## src/design/cfcc_pkg.sv

```systemverilog
// Package for the command frame CRC check and node match block.
// Holds frame layout constants, CRC constants, status and command codes,
// the channel payload types and the bit-serial CRC step. No dependencies.
package cfcc_pkg;

    // Frame layout
    localparam int CHECKED_BYTES  = 15;
    localparam int FRAME_LEN      = CHECKED_BYTES + 2;
    localparam int EUI_BYTES      = 8;
    localparam int CMD_FIRST      = 8;
    localparam int CMD_BYTES      = 6;
    localparam int POS_W          = 5;
    localparam int NODE_COUNT_DEF = 16;

    // CRC-16 constants, MSB first
    localparam logic [15:0] CRC_INIT = 16'hFFFF;
    localparam logic [15:0] CRC_POLY = 16'h8005;

    // Input command codes
    localparam logic CMD_FRAME_BYTE  = 1'b0;
    localparam logic CMD_TABLE_WRITE = 1'b1;

    // Result status codes
    localparam logic [1:0] STATUS_CRC_BAD  = 2'd0;
    localparam logic [1:0] STATUS_NO_MATCH = 2'd1;
    localparam logic [1:0] STATUS_MATCH    = 2'd2;

    typedef struct packed {
        logic        cmd;
        logic [7:0]  data_byte;
        logic [3:0]  entry_index;
        logic [63:0] entry_eui;
    } cfcc_in_t;

    typedef struct packed {
        logic [1:0] status;
        logic [3:0] node_index;
        logic [7:0] write_flag;
        logic [7:0] unit_state;
        logic [7:0] unit_mode;
        logic [7:0] fan_level;
        logic [7:0] temp_setpoint;
        logic [7:0] read_flag;
    } cfcc_out_t;

    // One bit of the CRC division: shift left, fold in the polynomial
    // when the top bit falls out.
    function automatic logic [15:0] crc_shift(input logic [15:0] crc);
        logic [15:0] shifted;
        shifted = {crc[14:0], 1'b0};
        return crc[15] ? (shifted ^ CRC_POLY) : shifted;
    endfunction

endpackage

```

## src/design/cfcc_if.sv

```systemverilog
// Valid/ready channel interfaces for frame bytes in and results out.
// Depends on cfcc_pkg for the payload types.
interface cfcc_in_if;
    import cfcc_pkg::*;
    logic     valid;
    logic     ready;
    cfcc_in_t data;

    modport source (output valid, output data, input ready);
    modport sink (input valid, input data, output ready);
endinterface

interface cfcc_out_if;
    import cfcc_pkg::*;
    logic      valid;
    logic      ready;
    cfcc_out_t data;

    modport source (output valid, output data, input ready);
    modport sink (input valid, input data, output ready);
endinterface

```

## src/design/cfcc_ram.sv

```systemverilog
// Generic single-port-write, single-port-read RAM with registered read data.
// No dependencies.
module cfcc_ram #(
    parameter int WIDTH = 64,
    parameter int DEPTH = 16,
    localparam int ADDR_W = (DEPTH > 1) ? $clog2(DEPTH) : 1
) (
    input  logic              clk,
    input  logic              wr_en,
    input  logic [ADDR_W-1:0] wr_addr,
    input  logic [WIDTH-1:0]  wr_data,
    input  logic              rd_en,
    input  logic [ADDR_W-1:0] rd_addr,
    output logic [WIDTH-1:0]  rd_data
);

    logic [WIDTH-1:0] mem [DEPTH];
    logic [WIDTH-1:0] rd_data_reg;

    // Write port and registered read port.
    always_ff @(posedge clk)
    begin
        if (wr_en)
        begin
            mem[wr_addr] <= wr_data;
        end
        if (rd_en)
        begin
            rd_data_reg <= mem[rd_addr];
        end
    end

    assign rd_data = rd_data_reg;

endmodule

```

## src/design/command_frame_crc_check_and_match.sv

```systemverilog
// Command frame CRC check and node match. A checked frame byte (0..14) is
// accepted and then folded into the CRC by the bit-serial CRC loop. Byte 15 is
// only captured; after byte 16 the result goes straight to the finish step on a
// CRC mismatch, otherwise after the serial table search. Reset is asynchronous,
// active low; table entries read as zero until written, through per-entry valid
// flags.
module command_frame_crc_check_and_match #(
    parameter int NODE_COUNT = cfcc_pkg::NODE_COUNT_DEF
) (
    input logic        clk,
    input logic        rst_n,
    cfcc_in_if.sink    frame_in,
    cfcc_out_if.source result_out
);
    import cfcc_pkg::*;

    localparam int IDX_W = (NODE_COUNT > 1) ? $clog2(NODE_COUNT) : 1;
    localparam logic [IDX_W-1:0] LAST_IDX = IDX_W'(NODE_COUNT - 1);

    // Sequencer states
    localparam logic [1:0] ST_IDLE   = 2'd0;
    localparam logic [1:0] ST_CRC    = 2'd1;
    localparam logic [1:0] ST_SEARCH = 2'd2;
    localparam logic [1:0] ST_FINISH = 2'd3;

    logic [1:0]       state_reg, state_next;
    logic [POS_W-1:0] pos_reg, pos_next;
    logic [15:0]      crc_reg, crc_next;
    logic [2:0]       bit_cnt_reg, bit_cnt_next;
    logic [63:0]      eui_reg, eui_next;
    logic [7:0]       exp_hi_reg, exp_hi_next;
    logic [7:0]       cmd_val_reg [CMD_BYTES];
    logic [7:0]       cmd_val_next [CMD_BYTES];
    logic [IDX_W-1:0] search_addr_reg, search_addr_next;
    logic             check_reg, check_next;
    logic             check_last_reg, check_last_next;
    logic             check_ok_reg, check_ok_next;
    logic [IDX_W-1:0] check_addr_reg, check_addr_next;
    logic [1:0]       res_status_reg, res_status_next;
    logic [IDX_W-1:0] res_index_reg, res_index_next;
    logic             out_valid_reg, out_valid_next;
    cfcc_out_t        out_data_reg, out_data_next;
    logic [NODE_COUNT-1:0] entry_valid_reg;

    logic             in_fire;
    logic             tbl_wr;
    logic [IDX_W-1:0] tbl_wr_addr;
    logic             ram_rd_en;
    logic [63:0]      ram_rd_data;
    logic [63:0]      entry_eui;
    logic             entry_match;
    logic [2:0]       cmd_slot;

    assign frame_in.ready = (state_reg == ST_IDLE);
    assign in_fire        = frame_in.valid && frame_in.ready;

    // Table writes with an index beyond the table are dropped.
    assign tbl_wr = in_fire && (frame_in.data.cmd == CMD_TABLE_WRITE)
                    && ({5'd0, frame_in.data.entry_index} < 9'(NODE_COUNT));
    assign tbl_wr_addr = IDX_W'(frame_in.data.entry_index);
    assign ram_rd_en   = (state_reg == ST_SEARCH);

    cfcc_ram #(
        .WIDTH (64),
        .DEPTH (NODE_COUNT)
    ) u_eui_ram (
        .clk     (clk),
        .wr_en   (tbl_wr),
        .wr_addr (tbl_wr_addr),
        .wr_data (frame_in.data.entry_eui),
        .rd_en   (ram_rd_en),
        .rd_addr (search_addr_reg),
        .rd_data (ram_rd_data)
    );

    // The shared 64-bit comparator; entries never written read as zero.
    assign entry_eui   = check_ok_reg ? ram_rd_data : 64'd0;
    assign entry_match = (entry_eui == eui_reg);
    assign cmd_slot    = 3'(pos_reg - POS_W'(CMD_FIRST));

    // Sequencer and datapath next-state logic.
    always_comb
    begin
        state_next       = state_reg;
        pos_next         = pos_reg;
        crc_next         = crc_reg;
        bit_cnt_next     = bit_cnt_reg;
        eui_next         = eui_reg;
        exp_hi_next      = exp_hi_reg;
        cmd_val_next     = cmd_val_reg;
        search_addr_next = search_addr_reg;
        check_next       = 1'b0;
        check_last_next  = check_last_reg;
        check_ok_next    = check_ok_reg;
        check_addr_next  = check_addr_reg;
        res_status_next  = res_status_reg;
        res_index_next   = res_index_reg;
        out_valid_next   = out_valid_reg && !result_out.ready;
        out_data_next    = out_data_reg;

        unique case (state_reg)
            ST_IDLE:
            begin
                if (in_fire && (frame_in.data.cmd == CMD_FRAME_BYTE))
                begin
                    // Capture the frame fields by position.
                    if (pos_reg < POS_W'(EUI_BYTES))
                    begin
                        eui_next = {eui_reg[55:0], frame_in.data.data_byte};
                    end
                    else if (pos_reg < POS_W'(CMD_FIRST + CMD_BYTES))
                    begin
                        cmd_val_next[cmd_slot] = frame_in.data.data_byte;
                    end
                    else if (pos_reg == POS_W'(CHECKED_BYTES))
                    begin
                        exp_hi_next = frame_in.data.data_byte;
                    end

                    if (pos_reg < POS_W'(CHECKED_BYTES))
                    begin
                        crc_next     = crc_reg ^ {frame_in.data.data_byte, 8'h00};
                        bit_cnt_next = 3'd0;
                        state_next   = ST_CRC;
                    end

                    if (pos_reg == POS_W'(FRAME_LEN - 1))
                    begin
                        // Last byte: check the CRC, then restart the frame.
                        pos_next = '0;
                        crc_next = CRC_INIT;
                        if ({exp_hi_reg, frame_in.data.data_byte} != crc_reg)
                        begin
                            res_status_next = STATUS_CRC_BAD;
                            state_next      = ST_FINISH;
                        end
                        else
                        begin
                            search_addr_next = '0;
                            state_next       = ST_SEARCH;
                        end
                    end
                    else
                    begin
                        pos_next = pos_reg + 1'b1;
                    end
                end
            end

            ST_CRC:
            begin
                crc_next     = crc_shift(crc_reg);
                bit_cnt_next = bit_cnt_reg + 1'b1;
                if (bit_cnt_reg == 3'd7)
                begin
                    state_next = ST_IDLE;
                end
            end

            ST_SEARCH:
            begin
                // Issue one read per cycle; compare the previous one.
                check_next      = 1'b1;
                check_addr_next = search_addr_reg;
                check_last_next = (search_addr_reg == LAST_IDX);
                check_ok_next   = entry_valid_reg[search_addr_reg];
                if (search_addr_reg != LAST_IDX)
                begin
                    search_addr_next = search_addr_reg + 1'b1;
                end

                if (check_reg && entry_match)
                begin
                    res_status_next = STATUS_MATCH;
                    res_index_next  = check_addr_reg;
                    state_next      = ST_FINISH;
                end
                else if (check_reg && check_last_reg)
                begin
                    res_status_next = STATUS_NO_MATCH;
                    state_next      = ST_FINISH;
                end
            end

            ST_FINISH:
            begin
                // Load the output register once it is free.
                if (!out_valid_reg || result_out.ready)
                begin
                    out_valid_next = 1'b1;
                    out_data_next  = '0;
                    out_data_next.status = res_status_reg;
                    if (res_status_reg == STATUS_MATCH)
                    begin
                        out_data_next.node_index    = 4'(res_index_reg);
                        out_data_next.write_flag    = cmd_val_reg[0];
                        out_data_next.unit_state    = cmd_val_reg[1];
                        out_data_next.unit_mode     = cmd_val_reg[2];
                        out_data_next.fan_level     = cmd_val_reg[3];
                        out_data_next.temp_setpoint = cmd_val_reg[4];
                        out_data_next.read_flag     = cmd_val_reg[5];
                    end
                    state_next = ST_IDLE;
                end
            end

            default:
            begin
                state_next = ST_IDLE;
            end
        endcase
    end

    // Control state with reset.
    always_ff @(posedge clk or negedge rst_n)
    begin
        if (!rst_n)
        begin
            state_reg       <= ST_IDLE;
            pos_reg         <= '0;
            crc_reg         <= CRC_INIT;
            eui_reg         <= '0;
            exp_hi_reg      <= '0;
            check_reg       <= 1'b0;
            out_valid_reg   <= 1'b0;
            entry_valid_reg <= '0;
        end
        else
        begin
            state_reg     <= state_next;
            pos_reg       <= pos_next;
            crc_reg       <= crc_next;
            eui_reg       <= eui_next;
            exp_hi_reg    <= exp_hi_next;
            check_reg     <= check_next;
            out_valid_reg <= out_valid_next;
            if (tbl_wr)
            begin
                entry_valid_reg[tbl_wr_addr] <= 1'b1;
            end
        end
    end

    // Payload registers.
    always_ff @(posedge clk)
    begin
        bit_cnt_reg     <= bit_cnt_next;
        cmd_val_reg     <= cmd_val_next;
        search_addr_reg <= search_addr_next;
        check_last_reg  <= check_last_next;
        check_ok_reg    <= check_ok_next;
        check_addr_reg  <= check_addr_next;
        res_status_reg  <= res_status_next;
        res_index_reg   <= res_index_next;
        out_data_reg    <= out_data_next;
    end

    assign result_out.valid = out_valid_reg;
    assign result_out.data  = out_data_reg;

    // A new result appears only when the sequencer hands it over.
    assert property (@(posedge clk) disable iff (!rst_n)
        $rose(out_valid_reg) |-> $past(state_reg) == ST_FINISH)
        else $error("result appeared outside the finish step");

    // The CRC loop runs exactly eight shifts per byte.
    assert property (@(posedge clk) disable iff (!rst_n)
        (state_reg == ST_CRC) && (bit_cnt_reg == 3'd7) |=> state_reg == ST_IDLE)
        else $error("CRC loop did not end after eight shifts");

    // Only a match carries an index and command values.
    assert property (@(posedge clk) disable iff (!rst_n)
        out_valid_reg && (out_data_reg.status != STATUS_MATCH)
        |-> (out_data_reg.node_index == 4'd0) && (out_data_reg.write_flag == 8'd0)
            && (out_data_reg.read_flag == 8'd0))
        else $error("non-match result carries match fields");

    // The frame position never runs past the last byte.
    assert property (@(posedge clk) disable iff (!rst_n)
        pos_reg < POS_W'(FRAME_LEN))
        else $error("frame position out of range");

endmodule

```

## src/flat_wrapper.sv

```systemverilog
// flat-port wrapper written by rule: the top's interface ports become plain ports
module command_frame_crc_check_and_match_flat import cfcc_pkg::*;
#(
    parameter int NODE_COUNT = cfcc_pkg::NODE_COUNT_DEF
)
  (clk, rst_n, frame_in_valid, frame_in_data, frame_in_ready, result_out_valid, result_out_data, result_out_ready);
  cfcc_in_if frame_in_i ();
  cfcc_out_if result_out_i ();
  input logic clk;
  input logic rst_n;
  input wire logic [$bits(frame_in_i.valid)-1:0] frame_in_valid;
  input wire logic [$bits(frame_in_i.data)-1:0] frame_in_data;
  output wire logic [$bits(frame_in_i.ready)-1:0] frame_in_ready;
  output wire logic [$bits(result_out_i.valid)-1:0] result_out_valid;
  output wire logic [$bits(result_out_i.data)-1:0] result_out_data;
  input wire logic [$bits(result_out_i.ready)-1:0] result_out_ready;
  assign frame_in_i.valid = frame_in_valid;
  assign frame_in_i.data = frame_in_data;
  assign frame_in_ready = frame_in_i.ready;
  assign result_out_valid = result_out_i.valid;
  assign result_out_data = result_out_i.data;
  assign result_out_i.ready = result_out_ready;
  command_frame_crc_check_and_match #(.NODE_COUNT(NODE_COUNT)) u_core (.clk(clk), .rst_n(rst_n), .frame_in(frame_in_i), .result_out(result_out_i));
endmodule
```

## config.mk

```make
export PLATFORM = sky130hd
export DESIGN_NAME = command_frame_crc_check_and_match_flat
export DESIGN_NICKNAME = d
export VERILOG_FILES = /design/src/design/cfcc_pkg.sv /design/src/design/cfcc_if.sv /design/src/design/cfcc_ram.sv /design/src/design/command_frame_crc_check_and_match.sv /design/src/flat_wrapper.sv
export SDC_FILE = /design/constraint.sdc
export NUM_CORES = 1
export LEC_CHECK = 0
export ABC_AREA = 1
export BUFFER_PORTS_ARGS = -buffer_cell sky130_fd_sc_hd__buf_2
export CELL_PAD_IN_SITES_DETAIL_PLACEMENT = 0
export CELL_PAD_IN_SITES_GLOBAL_PLACEMENT = 1
export CORE_MARGIN = 1.5
export CORE_UTILIZATION = 40
export DETAILED_ROUTE_END_ITERATION = 8
export PLACE_DENSITY_LB_ADDON = 0.08
export SETUP_SLACK_MARGIN = 0.3
export SLEW_MARGIN = 30
export SYNTH_ARGS = -nofsm -noshare
export SYNTH_HDL_FRONTEND = slang
export SYNTH_SLANG_ARGS = --single-unit
```

## constraint.sdc

```tcl
create_clock -name clk -period 5.7 [get_ports clk]
set_input_delay 0.57 -clock clk [delete_from_list [all_inputs] [get_ports clk]]
set_output_delay 0.57 -clock clk [all_outputs]
set_load 0.03 [all_outputs]
```

==> results of run 1 <==
-- cell usage in the layout (no fill, tap or decap), types with 7 or more instances in the layout --
cell	instances
a21oi_1	31
a22oi_1	9
buf_12	14
buf_2	135
buf_4	49
bufinv_16	7
clkbuf_1	47
clkbuf_16	148
clkinv_1	26
clkinv_2	15
dfrtp_1	97
dfstp_2	16
edfxtp_1	1209
inv_1	161
nand2_1	419
nand3_1	177
nand4_1	26
nor2_1	650
nor2_4	21
nor3_1	8
o211ai_1	24
o21ai_0	588
o21ai_2	8
o221ai_1	104
o22ai_1	160
or2_2	9
xor2_1	21
-- report_power, final --
group | switching [mW] | internal (mW)
clock network | 3.92 | 5.22
logic | 5.60 | 2.14
registers | 0.667 | 11.7
-- cell type report --
cell class,count,share of cell area (%)
timing repair buffer,203,2.35
clock buffer,200,6.66
clock inverter,66,1.11
tap,1742,3.68
multi-input combinational,2300,19.1
antenna,3,0.0127
inverter,167,1.11
sequential,1322,66.0
-- stage by stage --
step | worst slack (ns) | hold slack [ns]
3_5_place_dp | 1.96 | 0.405
2_1_floorplan | 0.817 | 0.274
3_3_place_gp | 2.02 | 0.402
5_1_grt | 1.85 | 0.128
6_report | 2.12 | 0.158
4_1_cts | 1.92 | 0.100
-- synthesized netlist by cell type (21+ instances only) --
cell type and count:
a21oi_1 31, buf_2 47, clkbuf_1 165, dfrtp_1 97
edfxtp_1 1209, inv_1 163, nand2_1 419, nand3_1 177
nand4_1 26, nor2_1 669, o211ai_1 24, o21ai_0 588
o221ai_1 104, o22ai_1 160, xor2_1 21
-- metal layers --
| metal | GRT usage [%] | vias up |
|---|---|---|
| li1 | - | 14928 |
| met1 | 32.4 | 16324 |
| met2 | 35.4 | 674 |
| met5 | 0 | - |
| met3 | 3.08 | 151 |
| met4 | 5.08 | 0 |
-- how the worst max path moves through the flow --
| stage | cells past startpoint | start | end | slack (ns) |
|---|---|---|---|---|
| after global routing | 6 | u_core.state_reg[0] | u_core.u_eui_ram.mem[9][61] | 1.85 |
| after global placement | 6 | u_core.state_reg[0] | u_core.u_eui_ram.mem[15][20] | 2.02 |
| final | 6 | u_core.state_reg[0] | u_core.u_eui_ram.mem[9][61] | 2.12 |
| after CTS | 6 | u_core.state_reg[0] | u_core.u_eui_ram.mem[15][20] | 1.92 |
| after detailed placement | 6 | u_core.state_reg[0] | u_core.u_eui_ram.mem[15][22] | 1.96 |
| after floorplan | 4 | u_core.state_reg[1] | u_core.res_index_reg[0] | 0.82 |
-- cells by family (layout without fill, tap and decap cells) --
kind of cell | Yosys count | after routing
flip-flops | 1322 | 1322
AO/OA/AOI/OAI | 935 | 935
other | 0 | 3
XOR/XNOR | 27 | 27
multiplexers | 1 | 1
AND/OR/NAND/NOR | 1332 | 1332
adder cells (fa/ha/maj) | 5 | 5
buffers and inverters | 408 | 636
==> summary.md, run 1 <==
| Metric | Value |
|---|---|
| Met1 Wirelength | about 70000 um |
| Synth Area in Adders | less than 1% |
| Global-route wire length before repair | 216000 um |
| R2r startpoint | u_core.state_reg[0] |
| Endpoint class of the critical path | register |
| Port buffer count | approximately 140 |
| Max Slew Vio Count | 0 |
| Deepest clock path buffer count | 3 |
| Placed cell area | between 50000 and 60000 sq um |
| P&R area growth vs syn | 14.2% |
| Hold Path Class | in2reg |
| Clk slew on worst S/H paths | approximately 0.06 ns |
| Mapped Area | slightly above 50000 sq um |
| Yosys top cell by area | edfxtp_1 |
| Vias per cell | approximately 5.3 |
| Pwr Density | about 500 nW/um^2 |
| Top FF cell, synth | edfxtp_1 |
| Met3 WL | about 5700 um |
| Register area share after synthesis | between 70% and 80% |
| Utilization of the core after routing | between 40% and 50% |
| Compound-cell area share of the yosys netlist | 10.4% |
| Clk Tree Root Cell | clkbuf_16 |
| Status | complete, no violations |
| Starting Density | between 40 and 50% |
| Mapped Cells | slightly above 4000 |
| Total chip power | 29.2 mW |
| Max layer used | met4 |
| Tmin final | between 3 and 4 ns |
| Leak | 20.3 nW |
| Hold Path End | u_core.cmd_val_reg[7] |
| Multiplexer share of the synthesized area | 0.0217% |
| Startpoint types | register |
| Area occupied by multi-input gates | approximately 11000 sq um |
| Final clock skew | 0.0270 ns |
| GPL Wtd Cong | ~0.85 |
| Share of flip-flops with an asynchronous set or reset | 8.55% |
| Post-CTS Setup Bufs | 0 |
| CP Max Fanout | 25 |
| Post-route ant nets | 0 |
| Placed Cells | about 5700 |
| Most Frequent Cell on Critical Path | nor2_4 |
| Critical-path cell list | nor2_4 -> nand2_1 -> nor2_1 -> nand3_1 -> nor2_4 -> buf_4 |
| Vias in the first global route | about 32000 |
| CP max stage cell | nor2_4 |
| Total die area | between 100000 and 150000 sq um |
| Wirelength, routed | about 150000 um |
| Clock Latency Late Sink | 0.80 ns |
| Worst hold path cell count | 1 |
| Vias | 32077 |
| H-tree depth | 4 |
| Critical R2R Capture | u_core.u_eui_ram.mem[9][61] |
| Post-synth EDFFs | approximately 1200 |
| Peak supply drop | between 300 and 400 uV |
| Final Hold Vio Count | 0 |
| Worst-Margin Slew | ~0.99 ns |
| Unrepaired setup endpoints after global routing | false |
| Cell area after layout | around 60000 sq um |
| Initial antenna violation count | 8 |
| TritonRoute pass-1 iters | 5 |
| Residual DRC count | 0 |
| F_max | 279 MHz |
| Slack of the worst reg-to-reg path | approximately 2.1 ns |
| Final std cells w/o fill | about 6000 |
| Core ar. | between 100000 and 150000 sq um |
| Xor and xnor area share after synthesis | 0.455% |
| DIE HEIGHT | about 360 um |
| Critical path required time | approximately 6.1 ns |
| Worst EP arrival | approximately 4.0 ns |
| Layout cells sized above 1 | between 10% and 20% |
| Seq. cell area | about 40000 sq um |
| Syn_nets | 4116 |
| Total gr overflow | 0 |
| Dpl hpwl | about 81000 um |
| Reg2Reg Depth | 6 |
| Period utilisation layout | between 60% and 70% |
| Initial drt markers | between 2000 and 3000 |
| Slew margin rel. | between 30% and 40% |
| Bufs and invs on worst path | 1 |
| CTS tree | done |
| All-Layer GR Usage | roughly 22% |
| Fin nets | between 4000 and 5000 |
| Die X | between 300 and 400 um |
| Met2 wire len | between 60000 and 70000 um |
| Hold path startpoint | frame_in_data[75] |
| Number of synthesized register bits | about 1300 |
| Max reg flops | about 1000 |
| CP max stage delay | between 0.7 and 0.8 ns |
| MaxCap Viol Count | 0 |
| CTS resizes | 0 |
| I/O Pins | between 100 and 150 |
| Clk sinks | approximately 1300 |
| Row Count | roughly 130 |
| Fillers | between 10000 and 15000 |
| Synth warn | 0 |
| Wire per inst | between 20 and 25 um |
| Post-synthesis cell type count | 45 |
| Synth top area cells | edfxtp_1 70%, o21ai_0 5.7%, nor2_1 4.8% |
| Synth Area in Simple Gates | roughly a tenth |
| Top delay family on crit path | simple AND/OR/NAND/NOR gates |
| Total CTS buffers | approximately 150 |
| Setup_tns | 0 ns |
| Pin count of the biggest net entering global routing | 210 |
| Dominant combinational cell family by area after synthesis | simple AND/OR/NAND/NOR gates |
| Final Setup Violations | 0 |
| CTS Hold Bufs | 2 |
| Crit path kind | reg2reg |
| Mapped Avg Cell Area | 12.9 sq um |
| Top-area cell type share of the netlist area | a little over two thirds |
No activity file was read; power rests on OpenSTA's default activity.
==> run 2: changes to the inputs <==
- clock period: 5.7 -> 3.3 ns (I/O delays scaled with it)
==> run 2 against run 1 <==
  * Final cell count up 2.2%
  * Worst setup slack worse by 1.6 ns
  * Routed wire length up 1.6%
  * Maximum frequency grew 29%
  * Combinational power rose by 82%
  * Cell area rose by 2.8%
  * Largest cell class unchanged
  * Largest power group unchanged
  * Global-route usage rose by 0.28 points
  * Highest routed layer unchanged
  * Core utilization increased by 1.3 points
  * Hold slack got worse by 0.078 ns
  * First-iteration DRC count increased by 3.9%
==> summary.md, run 2 (same netlist as run 1, synthesis figures left out) <==
| Metric | Value |
|---|---|
| Status | complete, no violations |
| Pin count of the biggest net entering global routing | 98 (-53%) |
| Startpoint types | register |
| CP Max Fanout | 49 (+96%) |
| GPL Wtd Cong | 0.871 (+2.2%) |
| TritonRoute pass-1 iters | 5 (unchanged) |
| Most common cell after layout, fill and taps aside | edfxtp_1 |
| Post-CTS Setup Bufs | 0 (unchanged) |
| Initial drt markers | 2783 (+3.9%) |
| CP max stage delay | 0.57 ns (-0.21 ns) |
| Seq. cell area | 39200 sq um (unchanged) |
| Initial antenna violation count | 5 (-3) |
| Max reg flops | 1024 (unchanged) |
| Die X | 363 um (unchanged) |
| Unrepaired setup endpoints after global routing | false |
| Fillers | 11728 (-0.50%) |
| MaxCap Viol Count | 0 (unchanged) |
| Commonest cells after routing, fill and taps aside | 1209 x edfxtp_1, 650 x nor2_1, 588 x o21ai_0 |
| Clk sinks | 1322 (unchanged) |
| Vias per cell | 5.35 (about the same) |
| Row Count | 132 (unchanged) |
| I/O Pins | 137 (unchanged) |
| Worst-Margin Slew | 0.832 ns (-0.163 ns) |
| Max Slew Vio Count | 0 (unchanged) |
| Dpl hpwl | 86500 um (+7.2%) |
| Peak supply drop | 554 uV (+65%) |
| Endpoint class of the critical path | register |
| Clk Tree Root Cell | clkbuf_16 |
| All-Layer GR Usage | 22.5% (+0.28 points) |
| P&R area growth vs syn | 17.3% |
| Starting Density | 40.2% (unchanged) |
| Vias in the first global route | 32454 (+1.8%) |
| F_max | 360 MHz (+29%) |
| Clk slew on worst S/H paths | 0.06 ns (about the same) |
| CP max stage cell | edfxtp_1 |
| Slew margin rel. | 44.6% (+11 points) |
| Final clock skew | 0.0198 ns (-0.00724 ns) |
| Port buffer count | 136 (unchanged) |
| Layout cells sized above 1 | 12.0% (+1.0 points) |
| Wirelength, routed | 148000 um (+1.6%) |
| Residual DRC count | 0 (unchanged) |
| Total die area | 132000 sq um (unchanged) |
| Post-route ant nets | 0 (unchanged) |
| Setup_tns | 0 ns (unchanged) |
| Final Setup Violations | 0 (unchanged) |
| Global-route wire length before repair | 218000 um (+1.2%) |
| Utilization of the core after routing | 47.2% (+1.3 points) |
| Area occupied by multi-input gates | 11300 sq um (unchanged) |
| Total chip power | 51.0 mW (+74%) |
| Deepest clock path buffer count | 3 (unchanged) |
| Total gr overflow | 0 (unchanged) |
| Leak | 21.1 nW (+3.6%) |
| Vias | 32799 (+2.3%) |
| CTS resizes | 0 (unchanged) |
| Worst EP arrival | 3.20 ns (-0.79 ns) |
| Crit path kind | reg2reg |
| H-tree depth | 4 (unchanged) |
| Clock Latency Late Sink | 0.76 ns (-0.04 ns) |
| CTS Hold Bufs | 75 (+73) |
| Core ar. | 129000 sq um (unchanged) |
| Critical-path cell list | buf_12 -> nand2_1 -> xor2_1 -> nand3_1 -> nor3_1 -> nand4_1 -> nor2_1 -> nand3_1 -> nor2_1 |
| DIE HEIGHT | 363 um (unchanged) |
| Final Hold Vio Count | 0 (unchanged) |
| Hold Path Class | in2reg |
| Wire per inst | 24.1 um (-0.57%) |
| Total CTS buffers | 145 (-0.68%) |
| Period utilisation layout | 84.1% (+21 points) |
| Pwr Density | 836 nW/um^2 (+70%) |
| Fin nets | 4363 (+3.2%) |
| CTS tree | done |
| Critical path required time | 3.72 ns (-2.39 ns) |
| Tmin final | 2.78 ns (-0.803 ns) |
-- run 2: changes by cell type in the layout (fill, tap and decap cells not counted), moves of 2 or more --
cell,delta
buf_12,+45
buf_4,+23
buf_6,-2
clkinv_2,-2
clkinvlp_4,-2
dlygate4sd3_1,+73
inv_16,-4
inv_6,+6
-- run 2: cell type report --
class | instances | share of cell area (%)
sequential | 1322 | 64.2
tap | 1742 | 3.58
inverter | 167 | 1.08
timing repair buffer | 341 | 5.17
antenna | 2 | 0.00821
clock buffer | 201 | 6.49
multi-input combinational | 2300 | 18.5
clock inverter | 61 | 0.905
-- run 2: final timing paths --
path / startpoint / endpoint / slack, ns / cells past startpoint
max in group asynchronous: rst_n / u_core.crc_reg[8] / 2.09 / 3
setup / recovery: u_core.check_ok_reg / u_core.res_index_reg[2] / 0.52 / 9
hold reg to reg: u_core.check_addr_reg[0] / u_core.res_index_reg[0] / 0.41 / 0
hold / removal: frame_in_data[76] / u_core.pos_reg[3] / 0.08 / 5
setup reg to reg: u_core.check_ok_reg / u_core.res_index_reg[2] / 0.52 / 9
min in group asynchronous: rst_n / u_core.eui_reg[59] / 0.32 / 2
-- run 2: critical path: cells and delay by family, from the launching register on --
kind	cells	cell delay, ns
buffers and inverters	1	0.28
XOR/XNOR	1	0.33
AND/OR/NAND/NOR	7	1.25
flip-flops	1	0.57
-- run 2: metal layers --
| layer | share of wire [%] | global-route usage [%] |
|---|---|---|
| met1 | 47 | 32.3 |
| met3 | 4.2 | 3.24 |
| met4 | 2.1 | 5.93 |
| met5 | 0 | 0 |
| met2 | 47 | 36.0 |
-- run 2: where the power goes --
part	switching [mW]	leakage (nW)	internal, mW
sequential	1.24	12.3	20.2
combinational	9.79	6.54	4.27
clock	6.54	2.19	8.94
-- run 2: metrics by stage --
stage	setup WS, ns	std cells	instance area, sq um	hold WS [ns]
3_5_place_dp	0.543	5797	55700	0.409
3_3_place_gp	0.596	5797	55700	0.407
2_1_floorplan	-0.131	4030	52000	0.0344
5_1_grt	0.312	6136	60900	0.0947
6_report	0.524	6136	60900	0.0793
4_1_cts	0.546	6134	60900	0.0308
